[config.mk]
export PLATFORM = sky130hd
export DESIGN_NAME = work_block_partitioner
export DESIGN_NICKNAME = d
export VERILOG_FILES = /design/src/wbp_pkg.sv /design/src/work_block_partitioner.sv /design/src/wbp_divider.sv
export VERILOG_INCLUDE_DIRS = /design/src /design/src/src
export SDC_FILE = /design/constraint.sdc
export NUM_CORES = 1
export LEC_CHECK = 0
export ABC_AREA = 1
export BUFFER_PORTS_ARGS = -buffer_cell sky130_fd_sc_hd__buf_2
export CAP_MARGIN = 15
export CORE_UTILIZATION = 55
export DETAILED_ROUTE_END_ITERATION = 16
export PLACE_DENSITY = 0.73
export SYNTH_ARGS = -nofsm -noshare
export SYNTH_HDL_FRONTEND = slang
export SYNTH_SLANG_ARGS = --single-unit
[constraint.sdc]
create_clock -name clock -period 8.6 [get_ports clock]
set_input_delay 0.43 -clock clock [delete_from_list [all_inputs] [get_ports clock]]
set_output_delay 0.43 -clock clock [all_outputs]
set_load 0.01 [all_outputs]
[src/work_block_partitioner_assert.svh]
// Assertion macros shared by the work block partitioner modules.
`ifndef WORK_BLOCK_PARTITIONER_ASSERT_SVH
`define WORK_BLOCK_PARTITIONER_ASSERT_SVH

`ifndef SYNTHESIS
`define WBP_ASSERT_IMPL(label, clk, rst, ante, cons) \
   label: assert property (@(posedge clk) disable iff (rst) (ante) |-> (cons)) \
      else $error("wbp assertion failed: ante |-> cons");
`define WBP_ASSERT_NEXT(label, clk, rst, ante, cons) \
   label: assert property (@(posedge clk) disable iff (rst) (ante) |=> (cons)) \
      else $error("wbp assertion failed: ante |=> cons");
`else
`define WBP_ASSERT_IMPL(label, clk, rst, ante, cons)
`define WBP_ASSERT_NEXT(label, clk, rst, ante, cons)
`endif

`endif

[src/wbp_pkg.sv]
// Shared widths, constants, register indexes and divider interface types.
package wbp_pkg;

   localparam int WORK_W = 24;
   localparam int NP_W = 9;
   localparam int MB_W = 11;
   localparam int NB_W = WORK_W + 1;
   localparam int CSR_IDX_W = 1;
   localparam int CSR_DATA_W = 11;
   localparam int PROC_GROUP = 16;

   localparam logic [NP_W-1:0] NP_RESET = NP_W'(16);
   localparam logic [MB_W-1:0] MB_RESET = MB_W'(256);
   localparam logic [NB_W-1:0] NB_INIT = NB_W'(2 * PROC_GROUP);

   typedef enum logic [CSR_IDX_W-1:0] {
      CSR_NUM_PROCESSORS = 1'b0,
      CSR_MAX_BLOCK_SIZE = 1'b1
   } csr_index_type;

   typedef struct packed {
      logic              start;
      logic [WORK_W-1:0] dividend;
      logic [NB_W-1:0]   divisor;
   } div_req_type;

   typedef struct packed {
      logic              done;
      logic [WORK_W-1:0] quotient;
      logic [WORK_W-1:0] remainder;
   } div_rsp_type;

endpackage

[src/work_block_partitioner.sv]
// Work block partitioner: sequencer around one shared serial divider.
// Small load: divide by num_processors, then (if nonzero) by items per block. Large load: up
// to 19 scaling steps, divide by max_block_size, divide by block count, then on a remainder
// block up to 18 block-count doublings, each divided anew. One request at a time; the next is
// taken as the result appears. A result waiting on rsp_ready holds the block in its last step.
// Synchronous active-high reset: num_processors 16, max_block_size 256, no result held.
`include "work_block_partitioner_assert.svh"

module work_block_partitioner (
   input  logic                              clock,
   input  logic                              reset,
   input  logic                              req_valid,
   output logic                              req_ready,
   input  logic [wbp_pkg::WORK_W-1:0]        req_work_count,
   output logic                              rsp_valid,
   input  logic                              rsp_ready,
   output logic [wbp_pkg::WORK_W-1:0]        rsp_block_count,
   output logic [wbp_pkg::MB_W-1:0]          rsp_items_per_block,
   output logic [wbp_pkg::MB_W-1:0]          rsp_items_last_block,
   output logic                              rsp_valid_res,
   input  logic                              csr_valid,
   output logic                              csr_ready,
   input  logic [wbp_pkg::CSR_IDX_W-1:0]     csr_index,
   input  logic [wbp_pkg::CSR_DATA_W-1:0]    csr_wdata
);

   localparam int W = wbp_pkg::WORK_W;
   localparam int NPW = wbp_pkg::NP_W;
   localparam int MBW = wbp_pkg::MB_W;
   localparam int NBW = wbp_pkg::NB_W;

   typedef enum logic [7:0] {
      S_IDLE    = 8'b0000_0001,
      S_SCALE   = 8'b0000_0010,
      S_DIV_NP  = 8'b0000_0100,
      S_DIV_IPB = 8'b0000_1000,
      S_DIV_MB  = 8'b0001_0000,
      S_DIV_NB  = 8'b0010_0000,
      S_CHECK   = 8'b0100_0000,
      S_FINISH  = 8'b1000_0000
   } state_type;

   state_type         state_ff, state_in;
   logic [NPW-1:0]    np_ff, np_in;
   logic [MBW-1:0]    mb_ff, mb_in;
   logic              pend_ff, pend_in;
   logic [W-1:0]      cnt_ff, cnt_in;
   logic [NBW-1:0]    m_ff, m_in;
   logic [NBW-1:0]    nb_ff, nb_in;
   logic [MBW-1:0]    ipb_ff, ipb_in;
   logic [W-1:0]      rem_ff, rem_in;
   logic              keep_ff, keep_in;

   logic              rsp_valid_ff, rsp_valid_in;
   logic [W-1:0]      rsp_nb_ff, rsp_nb_in;
   logic [MBW-1:0]    rsp_ipb_ff, rsp_ipb_in;
   logic [MBW-1:0]    rsp_lb_ff, rsp_lb_in;
   logic              rsp_ok_ff, rsp_ok_in;

   logic [NPW-1:0]    np_eff;
   logic [MBW-1:0]    mb_eff;
   logic [MBW+NPW-1:0] small_lim;
   logic [NBW-1:0]    m_init;
   logic [W:0]        ceil_sum;
   logic [NBW:0]      nb_dbl;
   logic [W-1:0]      lb_out;
   logic              ok;

   wbp_pkg::div_req_type div_req;
   wbp_pkg::div_rsp_type div_rsp;

   wbp_divider u_div (
      .clock   (clock),
      .reset   (reset),
      .div_req (div_req),
      .div_rsp (div_rsp)
   );

   always_comb begin
      np_in = np_ff;
      mb_in = mb_ff;
      if (csr_valid) begin
         unique case (wbp_pkg::csr_index_type'(csr_index))
            wbp_pkg::CSR_NUM_PROCESSORS: np_in = csr_wdata[NPW-1:0];
            wbp_pkg::CSR_MAX_BLOCK_SIZE: mb_in = csr_wdata[MBW-1:0];
            default: ;
         endcase
      end
   end

   always_comb begin
      np_eff = (np_ff == '0) ? NPW'(1) : np_ff;
      mb_eff = (mb_ff == '0) ? MBW'(1) : mb_ff;
      small_lim = (MBW + NPW)'(mb_eff) * (MBW + NPW)'(np_eff);
      m_init = (NBW'(mb_eff) * NBW'(wbp_pkg::PROC_GROUP)) << 1;
      ceil_sum = {1'b0, div_rsp.quotient} + (W + 1)'(div_rsp.remainder != '0);
      nb_dbl = {nb_ff, 1'b0};
      lb_out = keep_ff ? rem_ff : '0;
      ok = (keep_ff || (rem_ff == '0)) && (lb_out <= W'(mb_eff)) && (ipb_ff <= mb_eff);

      state_in = state_ff;
      pend_in = pend_ff;
      cnt_in = cnt_ff;
      m_in = m_ff;
      nb_in = nb_ff;
      ipb_in = ipb_ff;
      rem_in = rem_ff;
      keep_in = keep_ff;

      rsp_valid_in = rsp_valid_ff;
      rsp_nb_in = rsp_nb_ff;
      rsp_ipb_in = rsp_ipb_ff;
      rsp_lb_in = rsp_lb_ff;
      rsp_ok_in = rsp_ok_ff;

      div_req.start = 1'b0;
      div_req.dividend = cnt_ff;
      div_req.divisor = nb_ff;

      if (rsp_valid_ff && rsp_ready) begin
         rsp_valid_in = 1'b0;
      end

      unique case (state_ff)
         S_IDLE: begin
            if (req_valid) begin
               cnt_in = req_work_count;
               m_in = m_init;
               nb_in = wbp_pkg::NB_INIT;
               keep_in = 1'b1;
               if (req_work_count <= W'(small_lim)) begin
                  state_in = S_DIV_NP;
               end else begin
                  state_in = S_SCALE;
               end
            end
         end
         S_SCALE: begin
            // double the group count until it covers the load
            if (m_ff < NBW'(cnt_ff)) begin
               m_in = m_ff << 1;
               nb_in = nb_ff << 1;
            end else begin
               state_in = S_DIV_MB;
            end
         end
         S_DIV_NP: begin
            div_req.divisor = NBW'(np_eff);
            div_req.start = !pend_ff;
            if (div_rsp.done) begin
               ipb_in = ceil_sum[MBW-1:0];
               if (ceil_sum == '0) begin
                  nb_in = '0;
                  rem_in = '0;
                  state_in = S_FINISH;
               end else begin
                  state_in = S_DIV_IPB;
               end
            end
         end
         S_DIV_IPB: begin
            div_req.divisor = NBW'(ipb_ff);
            div_req.start = !pend_ff;
            if (div_rsp.done) begin
               nb_in = NBW'(div_rsp.quotient);
               rem_in = div_rsp.remainder;
               state_in = S_FINISH;
            end
         end
         S_DIV_MB: begin
            div_req.divisor = NBW'(mb_eff);
            div_req.start = !pend_ff;
            if (div_rsp.done) begin
               keep_in = (div_rsp.remainder != '0);
               state_in = S_DIV_NB;
            end
         end
         S_DIV_NB: begin
            div_req.divisor = nb_ff;
            div_req.start = !pend_ff;
            if (div_rsp.done) begin
               ipb_in = div_rsp.quotient[MBW-1:0];
               rem_in = div_rsp.remainder;
               state_in = keep_ff ? S_CHECK : S_FINISH;
            end
         end
         S_CHECK: begin
            // remainder too big: double the block count unless blocks would empty
            if (rem_ff > W'(mb_eff)) begin
               if ((NBW + 1)'(cnt_ff) < nb_dbl) begin
                  state_in = S_FINISH;
               end else begin
                  nb_in = nb_dbl[NBW-1:0];
                  state_in = S_DIV_NB;
               end
            end else begin
               state_in = S_FINISH;
            end
         end
         S_FINISH: begin
            if (!rsp_valid_ff || rsp_ready) begin
               rsp_valid_in = 1'b1;
               rsp_nb_in = nb_ff[W-1:0];
               rsp_ipb_in = ipb_ff;
               rsp_lb_in = lb_out[MBW-1:0];
               rsp_ok_in = ok;
               state_in = S_IDLE;
            end
         end
         default: begin
            state_in = S_IDLE;
         end
      endcase

      if (div_req.start) begin
         pend_in = 1'b1;
      end else if (div_rsp.done) begin
         pend_in = 1'b0;
      end
   end

   always_ff @(posedge clock) begin
      if (reset) begin
         state_ff <= S_IDLE;
         pend_ff <= 1'b0;
         rsp_valid_ff <= 1'b0;
         np_ff <= wbp_pkg::NP_RESET;
         mb_ff <= wbp_pkg::MB_RESET;
      end else begin
         state_ff <= state_in;
         pend_ff <= pend_in;
         rsp_valid_ff <= rsp_valid_in;
         np_ff <= np_in;
         mb_ff <= mb_in;
      end
      cnt_ff <= cnt_in;
      m_ff <= m_in;
      nb_ff <= nb_in;
      ipb_ff <= ipb_in;
      rem_ff <= rem_in;
      keep_ff <= keep_in;
      rsp_nb_ff <= rsp_nb_in;
      rsp_ipb_ff <= rsp_ipb_in;
      rsp_lb_ff <= rsp_lb_in;
      rsp_ok_ff <= rsp_ok_in;
   end

   assign req_ready = (state_ff == S_IDLE);
   assign csr_ready = 1'b1;
   assign rsp_valid = rsp_valid_ff;
   assign rsp_block_count = rsp_nb_ff;
   assign rsp_items_per_block = rsp_ipb_ff;
   assign rsp_items_last_block = rsp_lb_ff;
   assign rsp_valid_res = rsp_ok_ff;

   `WBP_ASSERT_NEXT(a_accept_leaves_idle, clock, reset, req_valid && req_ready, state_ff != S_IDLE)
   // the four divide states hold one-hot bits 2 through 5
   `WBP_ASSERT_IMPL(a_done_in_div_state, clock, reset, div_rsp.done, |state_ff[5:2])
   `WBP_ASSERT_IMPL(a_result_from_finish, clock, reset, $rose(rsp_valid_ff), $past(state_ff == S_FINISH))

endmodule

[src/wbp_divider.sv]
// Bit-serial restoring divider: one quotient bit per cycle.
`include "work_block_partitioner_assert.svh"

module wbp_divider (
   input  logic                clock,
   input  logic                reset,
   input  wbp_pkg::div_req_type div_req,
   output wbp_pkg::div_rsp_type div_rsp
);

   localparam int W = wbp_pkg::WORK_W;
   localparam int DW = wbp_pkg::NB_W;
   localparam int STEP_W = $clog2(W + 1);

   logic              busy_ff, busy_in;
   logic              done_ff, done_in;
   logic [STEP_W-1:0] step_ff, step_in;
   logic [W-1:0]      quo_ff, quo_in;
   logic [W-1:0]      rem_ff, rem_in;
   logic [DW-1:0]     divisor_ff, divisor_in;

   logic [W:0]        trial;
   logic [W:0]        diff;
   logic              fits;

   always_comb begin
      trial = {rem_ff, quo_ff[W-1]};
      fits = ((W + 1)'(trial) >= (W + 1)'(divisor_ff));
      diff = trial - (W + 1)'(divisor_ff);

      busy_in = busy_ff;
      done_in = 1'b0;
      step_in = step_ff;
      quo_in = quo_ff;
      rem_in = rem_ff;
      divisor_in = divisor_ff;

      if (div_req.start) begin
         busy_in = 1'b1;
         step_in = STEP_W'(W);
         quo_in = div_req.dividend;
         rem_in = '0;
         divisor_in = div_req.divisor;
      end else if (busy_ff) begin
         // shift in the next dividend bit, subtract when it fits
         quo_in = {quo_ff[W-2:0], fits};
         rem_in = fits ? diff[W-1:0] : trial[W-1:0];
         step_in = step_ff - STEP_W'(1);
         if (step_ff == STEP_W'(1)) begin
            busy_in = 1'b0;
            done_in = 1'b1;
         end
      end
   end

   always_ff @(posedge clock) begin
      if (reset) begin
         busy_ff <= 1'b0;
         done_ff <= 1'b0;
         step_ff <= '0;
      end else begin
         busy_ff <= busy_in;
         done_ff <= done_in;
         step_ff <= step_in;
      end
      quo_ff <= quo_in;
      rem_ff <= rem_in;
      divisor_ff <= divisor_in;
   end

   assign div_rsp.done = done_ff;
   assign div_rsp.quotient = quo_ff;
   assign div_rsp.remainder = rem_ff;

   `WBP_ASSERT_IMPL(a_div_start_when_idle, clock, reset, div_req.start, !busy_ff)
   `WBP_ASSERT_IMPL(a_div_done_after_busy, clock, reset, done_ff, $past(busy_ff))
   `WBP_ASSERT_IMPL(a_div_busy_has_steps, clock, reset, busy_ff, step_ff != '0)

endmodule

### Word-level counts from Yosys, hierarchy flattened

Index checks and enable logic that the tools add are counted.

* input bits: 41
* register bits: 267
* logic and storage cells: 142

* multiplexer cells: 53
* add/sub/neg operators: 3
* multiply operators: 1
* order comparisons: 7
* bitwise operators: 2
* reduce and logical (&&, ||, !) cells: 33
* equal/unequal tests: 21

Operator list (count)
* 25-bit two-way mux: 9
* 24-bit two-way mux: 7
* 25-bit one-hot mux with 5 select lines: 1
* 8-bit two-way mux: 11
* 25-bit one-hot mux with 3 select lines: 1
* 8-bit one-hot mux with 8 select lines: 1
* 25-bit one-hot mux with 2 select lines: 1
* 24-bit one-hot mux with 2 select lines: 1
* 11-bit two-way mux: 3
* 24-bit by 26-bit less-than comparator with 1-bit output: 1
* 24-bit by 1-bit adder with 25-bit output: 1
* 25-bit >= comparator: 1
* 25-bit logical NOT: 1
* 25-bit by 24-bit less-than comparator with 1-bit output: 1
* 24-bit by 11-bit > comparator with 1-bit output: 1
* 24-bit by 11-bit <= comparator with 1-bit output: 1
* 24-bit by 20-bit <= comparator with 1-bit output: 1
* 24-bit logical NOT: 1
* 24-bit nonzero test: 1
* 24-bit subtractor: 1
* 11-bit one-hot mux with 2 select lines: 1
* 11-bit by 9-bit multiplier with 20-bit output: 1
* 2-bit != test (second input constant): 7
* 1-bit two-way mux: 12
* other kinds (32): 53

### Logic depth before layout (Yosys ltp)

Gate-level depths: netlist (run 1).

* word-level depth: 7
* gate-level depth with buffers: 33
* mapped depth without buffers: 32

### By module

From an unflattened synthesis (run 1), not the netlist that was laid out.

* cells, all modules: 2312
* area, all modules: 18672.9 um^2

Modules (own cells, without submodules)
* work_block_partitioner: times used 1, area each 13509.2 um^2, seq. area each 5165.0 um^2, cells an instance 1586
* wbp_divider: times used 1, area each 5163.7 um^2, seq. area each 2092.0 um^2, cells an instance 726

### Least setup slack after synthesis (run 1)

OpenSTA, ideal clock, no wires.

* path type: register to register
* start: register mb_ff[3]
* end: register state_ff[2]
* arrival time: 5674 ps
* path slack: 2809 ps
* library setup time: 117 ps
* data required time: 8483 ps
* period minus slack after synthesis: 5791 ps
* cell stages (with the launch flop): 30
* path buffers: 1
* path through: dfxtp_1 > clkbuf_1 > nor4_1 > nand3_1 > nand2_1 > nand2_1 > fa_1 > fa_1 > inv_1 > fa_1 > inv_1 > fa_1 > inv_1 > ha_1 > nand2_1 > inv_1 > a21oi_1 > o21ai_0 > a21boi_0 > o21ai_0 > xnor2_1 > ha_1 > nand2_1 > o21ai_0 > a21oi_1 > or2_2 > nand3_1 > nand2_1 > a21oi_1 > nor2_1

* word-level cells in the longest chain between the ends: 7

Ends and longest elaborated chain
* start: declaration: RTL line work_block_partitioner.sv:45 `logic [MBW-1:0] mb_ff, mb_in;`
* start signal: assignment: RTL line work_block_partitioner.sv:228 `mb_ff <= wbp_pkg::MB_RESET;`
* start signal: assignment: RTL line work_block_partitioner.sv:234 `mb_ff <= mb_in;`
* 11-bit logical NOT (*): RTL line work_block_partitioner.sv:93 `mb_eff = (mb_ff == '0) ? MBW'(1) : mb_ff;`
* 11-bit two-way mux (*): RTL line work_block_partitioner.sv:93
* named net m_init[5]: RTL line work_block_partitioner.sv:63 `logic [NBW-1:0] m_init;`
* 11-bit by 9-bit multiplier with 20-bit output: RTL line work_block_partitioner.sv:94 `small_lim = (MBW + NPW)'(mb_eff) * (MBW + NPW)'(np_eff);`
* 24-bit by 20-bit <= comparator with 1-bit output: RTL line work_block_partitioner.sv:131 `if (req_work_count <= W'(small_lim)) begin`
* 3-bit two-way mux: RTL line work_block_partitioner.sv:131
* 8-bit two-way mux: RTL line work_block_partitioner.sv:126 `if (req_valid) begin`
* 8-bit one-hot mux with 8 select lines (*): RTL line work_block_partitioner.sv:124 `unique case (state_ff)`
* end signal: assignment: RTL line work_block_partitioner.sv:230 `state_ff <= state_in;`
* end: declaration: RTL line work_block_partitioner.sv:43 `state_type state_ff, state_in;`

Mark *: on every way through the listed nets, which the timed path passes. The rest lies on a longest branch. The select of a mux whose other input is x is not followed.
A chain may end at the register's enable or synchronous reset.

### Worst setup path in the final report (run 1)

* start: register np_ff[2]
* end: register state_ff[2]

* word-level cells in the longest chain between the ends: 7

Ends and longest elaborated chain
* start: declaration: RTL line work_block_partitioner.sv:44 `logic [NPW-1:0] np_ff, np_in;`
* start signal: assignment: RTL line work_block_partitioner.sv:227 `np_ff <= wbp_pkg::NP_RESET;`
* start signal: assignment: RTL line work_block_partitioner.sv:233 `np_ff <= np_in;`
* 9-bit logical NOT: RTL line work_block_partitioner.sv:92 `np_eff = (np_ff == '0) ? NPW'(1) : np_ff;`
* 9-bit two-way mux (*): RTL line work_block_partitioner.sv:92
* 11-bit by 9-bit multiplier with 20-bit output (*): RTL line work_block_partitioner.sv:94
* 24-bit by 20-bit <= comparator with 1-bit output (*): RTL line work_block_partitioner.sv:131
* 3-bit two-way mux (*): RTL line work_block_partitioner.sv:131
* 8-bit two-way mux (*): RTL line work_block_partitioner.sv:126
* 8-bit one-hot mux with 8 select lines (*): RTL line work_block_partitioner.sv:124

Mark *: on every way between the ends. The rest lies on a longest branch, timed or not. The select of a mux whose other input is x is not followed.

==> results of run 1 <==
metal layers:
layer,share of wire,wire length [microns],global-route usage,up-vias
li1,-,-,-,7253
met1,0.42,21200,0.411,7109
met2,0.47,23600,0.503,647
met3,0.075,3780,0.0381,118
met4,0.038,1940,0.115,0
met5,0,0,0,-
placed cells by master (no fill, tap or decap), drive strengths merged, types with 2 or more instances in the layout:
| cell type | synthesis | layout |
|---|---|---|
| nand2 | 483 | 483 |
| inv | 402 | 404 |
| nor2 | 204 | 204 |
| edfxtp | 201 | 201 |
| ha | 163 | 163 |
| o21ai | 132 | 132 |
| a21oi | 119 | 119 |
| buf | 14 | 107 |
| nand3 | 86 | 86 |
| fa | 65 | 65 |
| dfxtp | 61 | 61 |
| nand4 | 49 | 49 |
| clkbuf | 45 | 33 |
| nor3 | 23 | 23 |
| o22ai | 21 | 21 |
| xor2 | 19 | 19 |
| xnor2 | 14 | 14 |
| clkinv | 0 | 14 |
| nor4 | 14 | 14 |
| o21a | 9 | 9 |
| o2111ai | 7 | 7 |
| a21o | 6 | 6 |
| o21bai | 4 | 4 |
| o211ai | 4 | 4 |
| a31oi | 4 | 4 |
| o221ai | 3 | 3 |
| a221oi | 3 | 3 |
| or2 | 3 | 3 |
| a21boi | 3 | 3 |
| o31ai | 2 | 2 |
| and3 | 2 | 2 |
| bufinv | 0 | 2 |
| clkinvlp | 0 | 2 |
metrics by stage:
stage	power (mW)	area (sq um)	util	setup WS (ns)	hold slack (ns)
6_report	5.38	19900	0.614	1.84	0.0467
5_1_grt	5.72	19900	0.614	1.33	0.0337
4_1_cts	5.34	19900	0.612	1.95	0.0255
3_5_place_dp	4.12	18900	0.583	1.96	0.434
3_3_place_gp	4.05	18900	0.583	2.09	0.430
2_1_floorplan	3.44	18100	-	2.81	0.426
final timing paths:
path / start / endpoint / slack [ns] / depth (start not counted)
worst min register to register: nb_ff[17]$_DFFE_PP_ / rsp_block_count[17]$_DFFE_PP_ / 0.45 / 0
worst max register to register: np_ff[2]$_SDFFE_PP0P_ / state_ff[2]$_SDFFE_PP0P_ / 1.84 / 29
worst min-delay path: req_work_count[22] / cnt_ff[22]$_DFFE_PP_ / 0.05 / 1
worst max-delay path: np_ff[2]$_SDFFE_PP0P_ / state_ff[2]$_SDFFE_PP0P_ / 1.84 / 29
cells by family after synthesis:
kind of cell | Yosys count
simple gates | 865
buf+inv | 461
compound gates | 319
flops | 262
fa+ha+maj | 228
xor+xnor | 33
other cells | 1
cell type report:
type                       instances  share of cell area
timing repair buffer             107              0.0309
clock buffer                      33              0.0372
multi-input combinational       1446               0.455
clock inverter                    20             0.00898
tap                              442              0.0278
inverter                         402              0.0758
sequential                       262               0.364
flip-flops by register name (all words and copies together) (netlist names), 20 cells and up:
signal,count
cnt_ff,24
m_ff,20
nb_ff,25
rem_ff,24
rsp_block_count,24
u_div.divisor_ff,25
u_div.quo_ff,24
u_div.rem_ff,24
power groups by stage:
stage	Combinational [mW]	Clock, mW	Sequential (mW)
6_report	2.15	1.21	2.02
5_1_grt	2.40	1.27	2.05
4_1_cts	2.09	1.23	2.02
3_3_place_gp	2.02	0	2.03
2_1_floorplan	1.49	0	1.95
3_5_place_dp	2.08	0	2.04
==> qor.yml, run 1 <==
cts.sinks: 262
async_flop_share: 0
cts_root_buf: "clkbuf_16"
period_share: 0.786
synthMuxAreaShare: 0
setup_viol: 0
critPathMaxStageDelay_ns: 0.67
period_minus_slack_ns: 6.76
n_antenna_cell: 0
synthSimpleGateAreaFrac: 0.201
grt_max_degree: 74
synth_xor_xnor_area_share: 0.0160
drt-initial-drc-count: 1424
first_pass_iters: 6
wirelength_mm: 50.6
worstMarginPinSlew_ns: 1.15
gp_congestion: 0.960
clkSlewWorstSetupHoldPaths_ns: 0.06
yosysWarnings: 0
cp.arrival_ns: 7.23
path_buf_inv: 4
start_kind: "flip-flop"
slowest_stage: "dfxtp_1"
leakagePower_nw: 9.34
ir_drop_uv: 189
cts_buffers: 29
avgSynthCellArea_sq_um: 8.34
slew_violations: 0
start_util: 0.557
ys.flop_type: "edfxtp_1"
ys_seq_elements: 262
synthesis.instances: 2169
dp.cells: 2655
synth_area_sq_mm: 0.0181
synth_area_leader_cell: "edfxtp_1"
seqCellArea_sq_mm: 0.00726
fmax_mhz: 148
viasPerCell: 5.58
path_delay_family: "adder cells"
io_pins: 91
hp-class: "in2reg"
synth_fp_nets: 2438
core_sq_mm: 0.0325
rsz0062_at_grt: "false"
finalHoldViolations: 0
die-area_sq_mm: 0.0336
grt_pass1_vias: 14500
postCtsSetupBuffers: 0
ant_nets: 0
seq_power_share: 0.375
die_h_microns: 183
synth_edf_count: 201
hpwl_mm: 39.7
synth-adder-area-share: 0.185
netlist_top_cells_area: "edfxtp_1 (33%), ha_1 (11%), nand2_1 (10%), inv_1 (8.3%), fa_1 (7.2%)"
grt_pass1_wl_mm: 78.8
route.detailed.drc: 0
num_vias: 15100
maxCapViolCount: 0
crit_type: "reg2reg"
yosysUniqueCellTypes: 46
cts_max_level: 1
ys_seq_area_frac: 0.401
rows: 66
outcome: "complete, no violations"
combPwrFrac: 0.400
layout-drive-gt1-share: 0.0784
cts.hold.buffers_added: 0
worstPathRequired_ns: 9.06
port_buffers: 89
wl_per_cell_microns: 18.6
internal_power_mw: 3.16
cts_buffer_depth: 3
grt_remaining_overflow: 0
multi_input_area_sq_mm: 0.00906
instances_no_fill: 2712
maxSlewHeadroom: 0.231
power.density_mw_per_mm2: 270
die_w_microns: 183
yosysMostFrequentCell: "nand2_1"
fill_cells: 2935
nets: 2517
cts-resized-gates: 0
antenna_found_initial: 0
syn2layout_area_growth_pct: 10.1
p_switching_mw: 2.22
cpMostUsedCell: "nand2_1"
synth_compound_area_frac: 0.0980
cp-end-kind: "flip-flop"
insertion_delay_ns: 0.57
synth_top_family_by_area: "simple AND/OR/NAND/NOR gates"
skew_ns: 0.0270
final.setup.tns_ns: 0
pwr-share-clk: 0.225
grt_usage: 0.305
tritoncts: "yes"
critical_path_peak_fanout: 14
switching_share: 0.413
synth_top_area_frac: 0.334
synth_common_cells: "nand2_1 (482), inv_1 (399), edfxtp_1 (201)"
(Power assumes the default switching activity.)
==> run 2, diff against run 1 <==
PLACE_DENSITY = 0.76   (was 0.73)
clock period = 5.6 ns   (was 8.6 ns; I/O delays follow)
==> qor.yml, run 2 (same netlist as run 1, synthesis figures left out) <==
slowest_stage: "fa_1"
fmax_mhz: 178  # +20%
cts_root_buf: "clkbuf_16"
grt_pass1_wl_mm: 78.5  # -0.38%
maxSlewHeadroom: 0.222  # -0.00933
rsz0062_at_grt: "true"
drt-initial-drc-count: 1349  # -5.3%
die-area_sq_mm: 0.0336  # unchanged
violations: "setup timing"
num_vias: 15500  # +2.4%
cp.arrival_ns: 6.07  # -1.16 ns
cts_buffers: 29  # unchanged
setup_viol: 2  # +2
seqCellArea_sq_mm: 0.00726  # about the same
critPathMaxStageDelay_ns: 0.58  # -0.09 ns
period_minus_slack_ns: 5.62  # -1.14 ns
grt_pass1_vias: 15100  # +4.4%
ir_drop_uv: 292  # +54%
wl_met2_mm: 23.6  # -0.13%
drt-met1-wl_mm: 20.5  # -3.4%
top_regs: "nb_ff (25), u_div.divisor_ff (25)"
skew_ns: 0.0247  # -0.00223 ns
layout-drive-gt1-share: 0.112  # +0.0336
die_w_microns: 183  # unchanged
antenna_found_initial: 0  # unchanged
hp-class: "in2reg"
insertion_delay_ns: 0.57  # about the same
outcome: "finished with violations"
holdPathStages: 3  # +2
layout_commonest_cell: "nand2_1"
power.density_mw_per_mm2: 408  # +51%
crit_type: "reg2reg"
gp_congestion: 0.985  # +2.5%
syn2layout_area_growth_pct: 15.0
viasPerCell: 5.57  # -0.19%
fill_cells: 2680  # -8.7%
leakagePower_nw: 9.72  # +4.1%
final_util: 0.641  # +0.0273
critical_path_peak_fanout: 4  # -10
hpwl_mm: 38.7  # -2.5%
start_util: 0.557  # unchanged
grt_remaining_overflow: 0  # unchanged
cts.sinks: 262  # unchanged
clkSlewWorstSetupHoldPaths_ns: 0.07  # about the same
grt_max_degree: 50  # -32%
worstMarginPinSlew_ns: 1.17  # +0.0152 ns
start_kind: "flip-flop"
tritoncts: "yes"
rows: 66  # unchanged
ant_nets: 0  # unchanged
power_mw: 8.48  # +58%
n_antenna_cell: 0  # unchanged
wirelength_mm: 49.7  # -1.6%
period_share: 1.00  # +0.217
mostFrequentLayoutCells: "nand2_1 (475), inv_1 (395), edfxtp_1 (201)"
finalHoldViolations: 0  # unchanged
wl_met3_mm: 3.69  # -2.5%
cts_max_level: 1  # unchanged
first_pass_iters: 5  # -1
nets: 2585  # +2.7%
reg2regPathDepth: 29  # unchanged
multi_input_area_sq_mm: 0.00926  # +2.1%
fin_ws_ns: -0.0180  # -1.86 ns
core_sq_mm: 0.0325  # unchanged
worstPathRequired_ns: 6.05  # -3.01 ns
wl_per_cell_microns: 17.9  # -4.1%
maxCapViolCount: 0  # unchanged
cts_buffer_depth: 3  # unchanged
cpMostUsedCell: "fa_1"
route.detailed.drc: 0  # unchanged
grt_usage: 0.299  # -0.00627
cp-end-kind: "flip-flop"
slew_violations: 0  # unchanged
port_buffers: 89  # unchanged
top_layer: "met4"
die_h_microns: 183  # unchanged
io_pins: 91  # unchanged
run 2: cell count changes in the layout (fill, tap and decap cells not counted), moves of 6 or more:
cell	change
buf_4	+39
o21ai_0	-6
a21oi_1	-8
a21oi_2	+8
nand2_1	-7
nand2_2	+6
dlygate4sd3_1	+29
run 2: per-stage QoR:
step / area, sq um / hold WS [ns] / cells / setup WS [ns] / TNS, ns
2_1_floorplan: 18100 / 0.379 / 2169 / 0.0227 / 0
3_3_place_gp: 19200 / 0.430 / 2691 / -0.228 / -0.431
3_5_place_dp: 19200 / 0.434 / 2691 / -0.296 / -0.566
4_1_cts: 20600 / 0.0213 / 2778 / 0.00750 / 0
5_1_grt: 20800 / 0.0458 / 2781 / -0.294 / -0.545
6_report: 20800 / 0.0295 / 2781 / -0.0180 / -0.0282
run 2: critical path: cells and delay by family, from the launching register on:
kind / cells / cell delay (ns)
and+or+nand+nor: 9 / 0.84
buffers and inverters: 7 / 0.66
adders and majority gates: 6 / 2.64
xor gates and xnor gates: 1 / 0.14
DFF: 1 / 0.34
AOI/OAI and AO/OA: 6 / 0.86
run 2: report_power, final:
group          switching (mW)  total, mW  internal (mW)
Clock                   0.814       2.05           1.24
Sequential              0.312       3.07           2.76
Combinational            2.28       3.35           1.08
Total                    3.40       8.48           5.08
run 2: layer usage:
layer  vias up  global-route usage
li1       7402                   -
met1      7309               0.393
met2       652               0.502
met3       120              0.0385
met4         0               0.116
met5         -                   0
run 2: area by class of cell:
class | instances | share of cell area
clock buffers | 34 | 0.0377
clock inverters | 20 | 0.0126
inverters | 402 | 0.0725
multi-input cells | 1446 | 0.445
flip-flops and latches | 262 | 0.349
well taps | 442 | 0.0266
repair buffers | 175 | 0.0567
run 2: path summary, 6_finish.rpt:
| kind | endpoint | startpoint | slack [ns] |
|---|---|---|---|
| worst min-delay path | mb_ff[9]$_SDFFE_PP0P_ | csr_wdata[9] | 0.03 |
| worst max register to register | state_ff[2]$_SDFFE_PP0P_ | np_ff[6]$_SDFFE_PP0P_ | -0.02 |
| worst min register to register | rsp_block_count[17]$_DFFE_PP_ | nb_ff[17]$_DFFE_PP_ | 0.44 |
| worst max-delay path | state_ff[2]$_SDFFE_PP0P_ | np_ff[6]$_SDFFE_PP0P_ | -0.02 |
run 2: timing repair:
item | 4_1_cts | 5_1_grt
setup endpoints to repair | 2 | 2
setup buffers | 4 | 3
pin swaps | 7 | 22
endpoints found under the hold margin | 29 | 0
resized for setup | 15 | 35
hold buffers | 29 | 0
==> run 3, diff against run 2 <==
CTS_CLUSTER_DIAMETER = 100   (was not set)
clock period = 4.95 ns   (was 5.6 ns; I/O delays follow)
==> qor.yml, run 3 (same netlist as run 1, synthesis figures left out) <==
outcome: "finished with violations"
violations: "setup timing"
seqCellArea_sq_mm: 0.00726  # about the same
skew_ns: 0.0309  # +0.00612 ns
io_pins: 91  # unchanged
slew_violations: 0  # unchanged
top_regs: "nb_ff (25), u_div.divisor_ff (25)"
leakagePower_nw: 9.79  # +0.72%
layout-drive-gt1-share: 0.118  # +0.00601
critical_path_peak_fanout: 3  # -1
fill_cells: 2691  # +0.41%
start_kind: "flip-flop"
critPathMaxStageDelay_ns: 0.54  # -0.04 ns
first_pass_iters: 5  # unchanged
syn2layout_area_growth_pct: 15.6
route.detailed.drc: 0  # unchanged
layout_commonest_cell: "nand2_1"
start_util: 0.557  # unchanged
num_vias: 15700  # +1.5%
rows: 66  # unchanged
wirelength_mm: 50.3  # +1.1%
wl_met3_mm: 3.83  # +3.9%
nets: 2610  # +0.97%
cts_max_level: 1  # unchanged
die_w_microns: 183  # unchanged
viasPerCell: 5.60  # +0.56%
placed_cell_area_sq_mm: 0.0194  # +1.0%
final.setup.tns_ns: -0.935  # -0.907 ns
power.density_mw_per_mm2: 453  # +11%
wl_per_cell_microns: 17.9  # +0.21%
hpwl_mm: 38.7  # about the same
cts_buffer_depth: 3  # unchanged
core_sq_mm: 0.0325  # unchanged
drt-initial-drc-count: 1381  # +2.4%
port_buffers: 89  # unchanged
dp_slack_ns: -0.639  # -0.343 ns
crit_type: "reg2reg"
post-route-cell-area_sq_mm: 0.0209  # +0.48%
gp_congestion: 0.987  # +0.18%
die-area_sq_mm: 0.0336  # unchanged
grt_pass1_vias: 15400  # +1.7%
antenna_found_initial: 1  # +1
mostFrequentLayoutCells: "nand2_1 (475), inv_1 (397), edfxtp_1 (201)"
grt_max_degree: 74  # +48%
cts.sinks: 262  # unchanged
ant_nets: 0  # unchanged
cp.arrival_ns: 5.93  # -0.14 ns
top_layer: "met4"
clkSlewWorstSetupHoldPaths_ns: 0.07  # about the same
maxSlewHeadroom: 0.241  # +0.0185
die_h_microns: 183  # unchanged
period_minus_slack_ns: 5.43  # -0.184 ns
drt-met1-wl_mm: 20.2  # -1.3%
hp-class: "in2reg"
fin_ws_ns: -0.484  # -0.466 ns
grt_remaining_overflow: 0  # unchanged
grt_pass1_wl_mm: 79.3  # +0.98%
insertion_delay_ns: 0.57  # about the same
worstMarginPinSlew_ns: 1.14  # -0.0277 ns
finalHoldViolations: 0  # unchanged
ir_drop_uv: 301  # +3.3%
cp-end-kind: "flip-flop"
rsz0062_at_grt: "true"
multi_input_area_sq_mm: 0.00927  # +0.15%
setup_viol: 2  # unchanged
period_share: 1.10  # +0.0945
wl_met2_mm: 24.1  # +1.9%
worstPathRequired_ns: 5.45  # -0.60 ns
fmax_mhz: 184  # +3.4%
maxCapViolCount: 0  # unchanged
cts_buffers: 29  # unchanged
cts_root_buf: "clkbuf_16"
power_mw: 9.47  # +12%
grt_usage: 0.302  # +0.00371
n_antenna_cell: 0  # unchanged
slowest_stage: "fa_1"
cpMostUsedCell: "fa_1"
tritoncts: "yes"
run 3: area by class of cell:
type | count | area share
Multi-Input combinational cell | 1446 | 0.443
Timing Repair Buffer | 200 | 0.0655
Sequential cell | 262 | 0.347
Clock inverter | 18 | 0.00760
Clock buffer | 36 | 0.0374
Inverter | 402 | 0.0722
Tap cell | 442 | 0.0265
run 3: final timing paths:
kind / end / slack [ns] / startpoint / cells past startpoint
worst min register to register: rsp_block_count[21]$_DFFE_PP_ / 0.45 / nb_ff[21]$_DFFE_PP_ / 0
worst max register to register: state_ff[2]$_SDFFE_PP0P_ / -0.48 / mb_ff[2]$_SDFFE_PP0P_ / 28
worst max-delay path: state_ff[2]$_SDFFE_PP0P_ / -0.48 / mb_ff[2]$_SDFFE_PP0P_ / 28
worst min-delay path: rsp_valid$_SDFF_PP0_ / 0.04 / rsp_ready / 4
run 3: per-stage QoR:
| stage | instances | util | hold WS (ns) |
|---|---|---|---|
| 2_1_floorplan | 2169 | - | 0.346 |
| 3_3_place_gp | 2706 | 0.598 | 0.428 |
| 3_5_place_dp | 2706 | 0.598 | 0.436 |
| 4_1_cts | 2803 | 0.642 | 0.00811 |
| 5_1_grt | 2806 | 0.644 | 0.0554 |
| 6_report | 2806 | 0.644 | 0.0395 |
run 3: power by group:
part	switching (mW)	internal [mW]	total, mW
Sequential	0.361	3.12	3.48
Clock	0.918	1.23	2.15
Combinational	2.58	1.26	3.83
Total	3.86	5.61	9.47
run 3: metal layers:
| layer | global-route usage | vias up |
|---|---|---|
| met5 | 0 | - |
| met3 | 0.0445 | 136 |
| met1 | 0.386 | 7453 |
| li1 | - | 7439 |
| met2 | 0.512 | 681 |
| met4 | 0.129 | 0 |
run 3: worst max-delay path: cells and delay by family, from the launching register on:
kind	cells	cell delay, ns
AND/OR/NAND/NOR	9	1.05
AO/OA/AOI/OAI	6	0.83
XOR/XNOR	1	0.12
buffers and inverters	6	0.47
flip-flops	1	0.33
adder cells (fa/ha/maj)	6	2.56
run 3: repair_timing:
item,in CTS,in global routing
hold buffers,33,0
resized for setup,17,10
buffers inserted,10,2
pin swaps,30,2
gates cloned,0,0
hold endpoints to repair,38,0
endpoints found under the setup margin,2,2
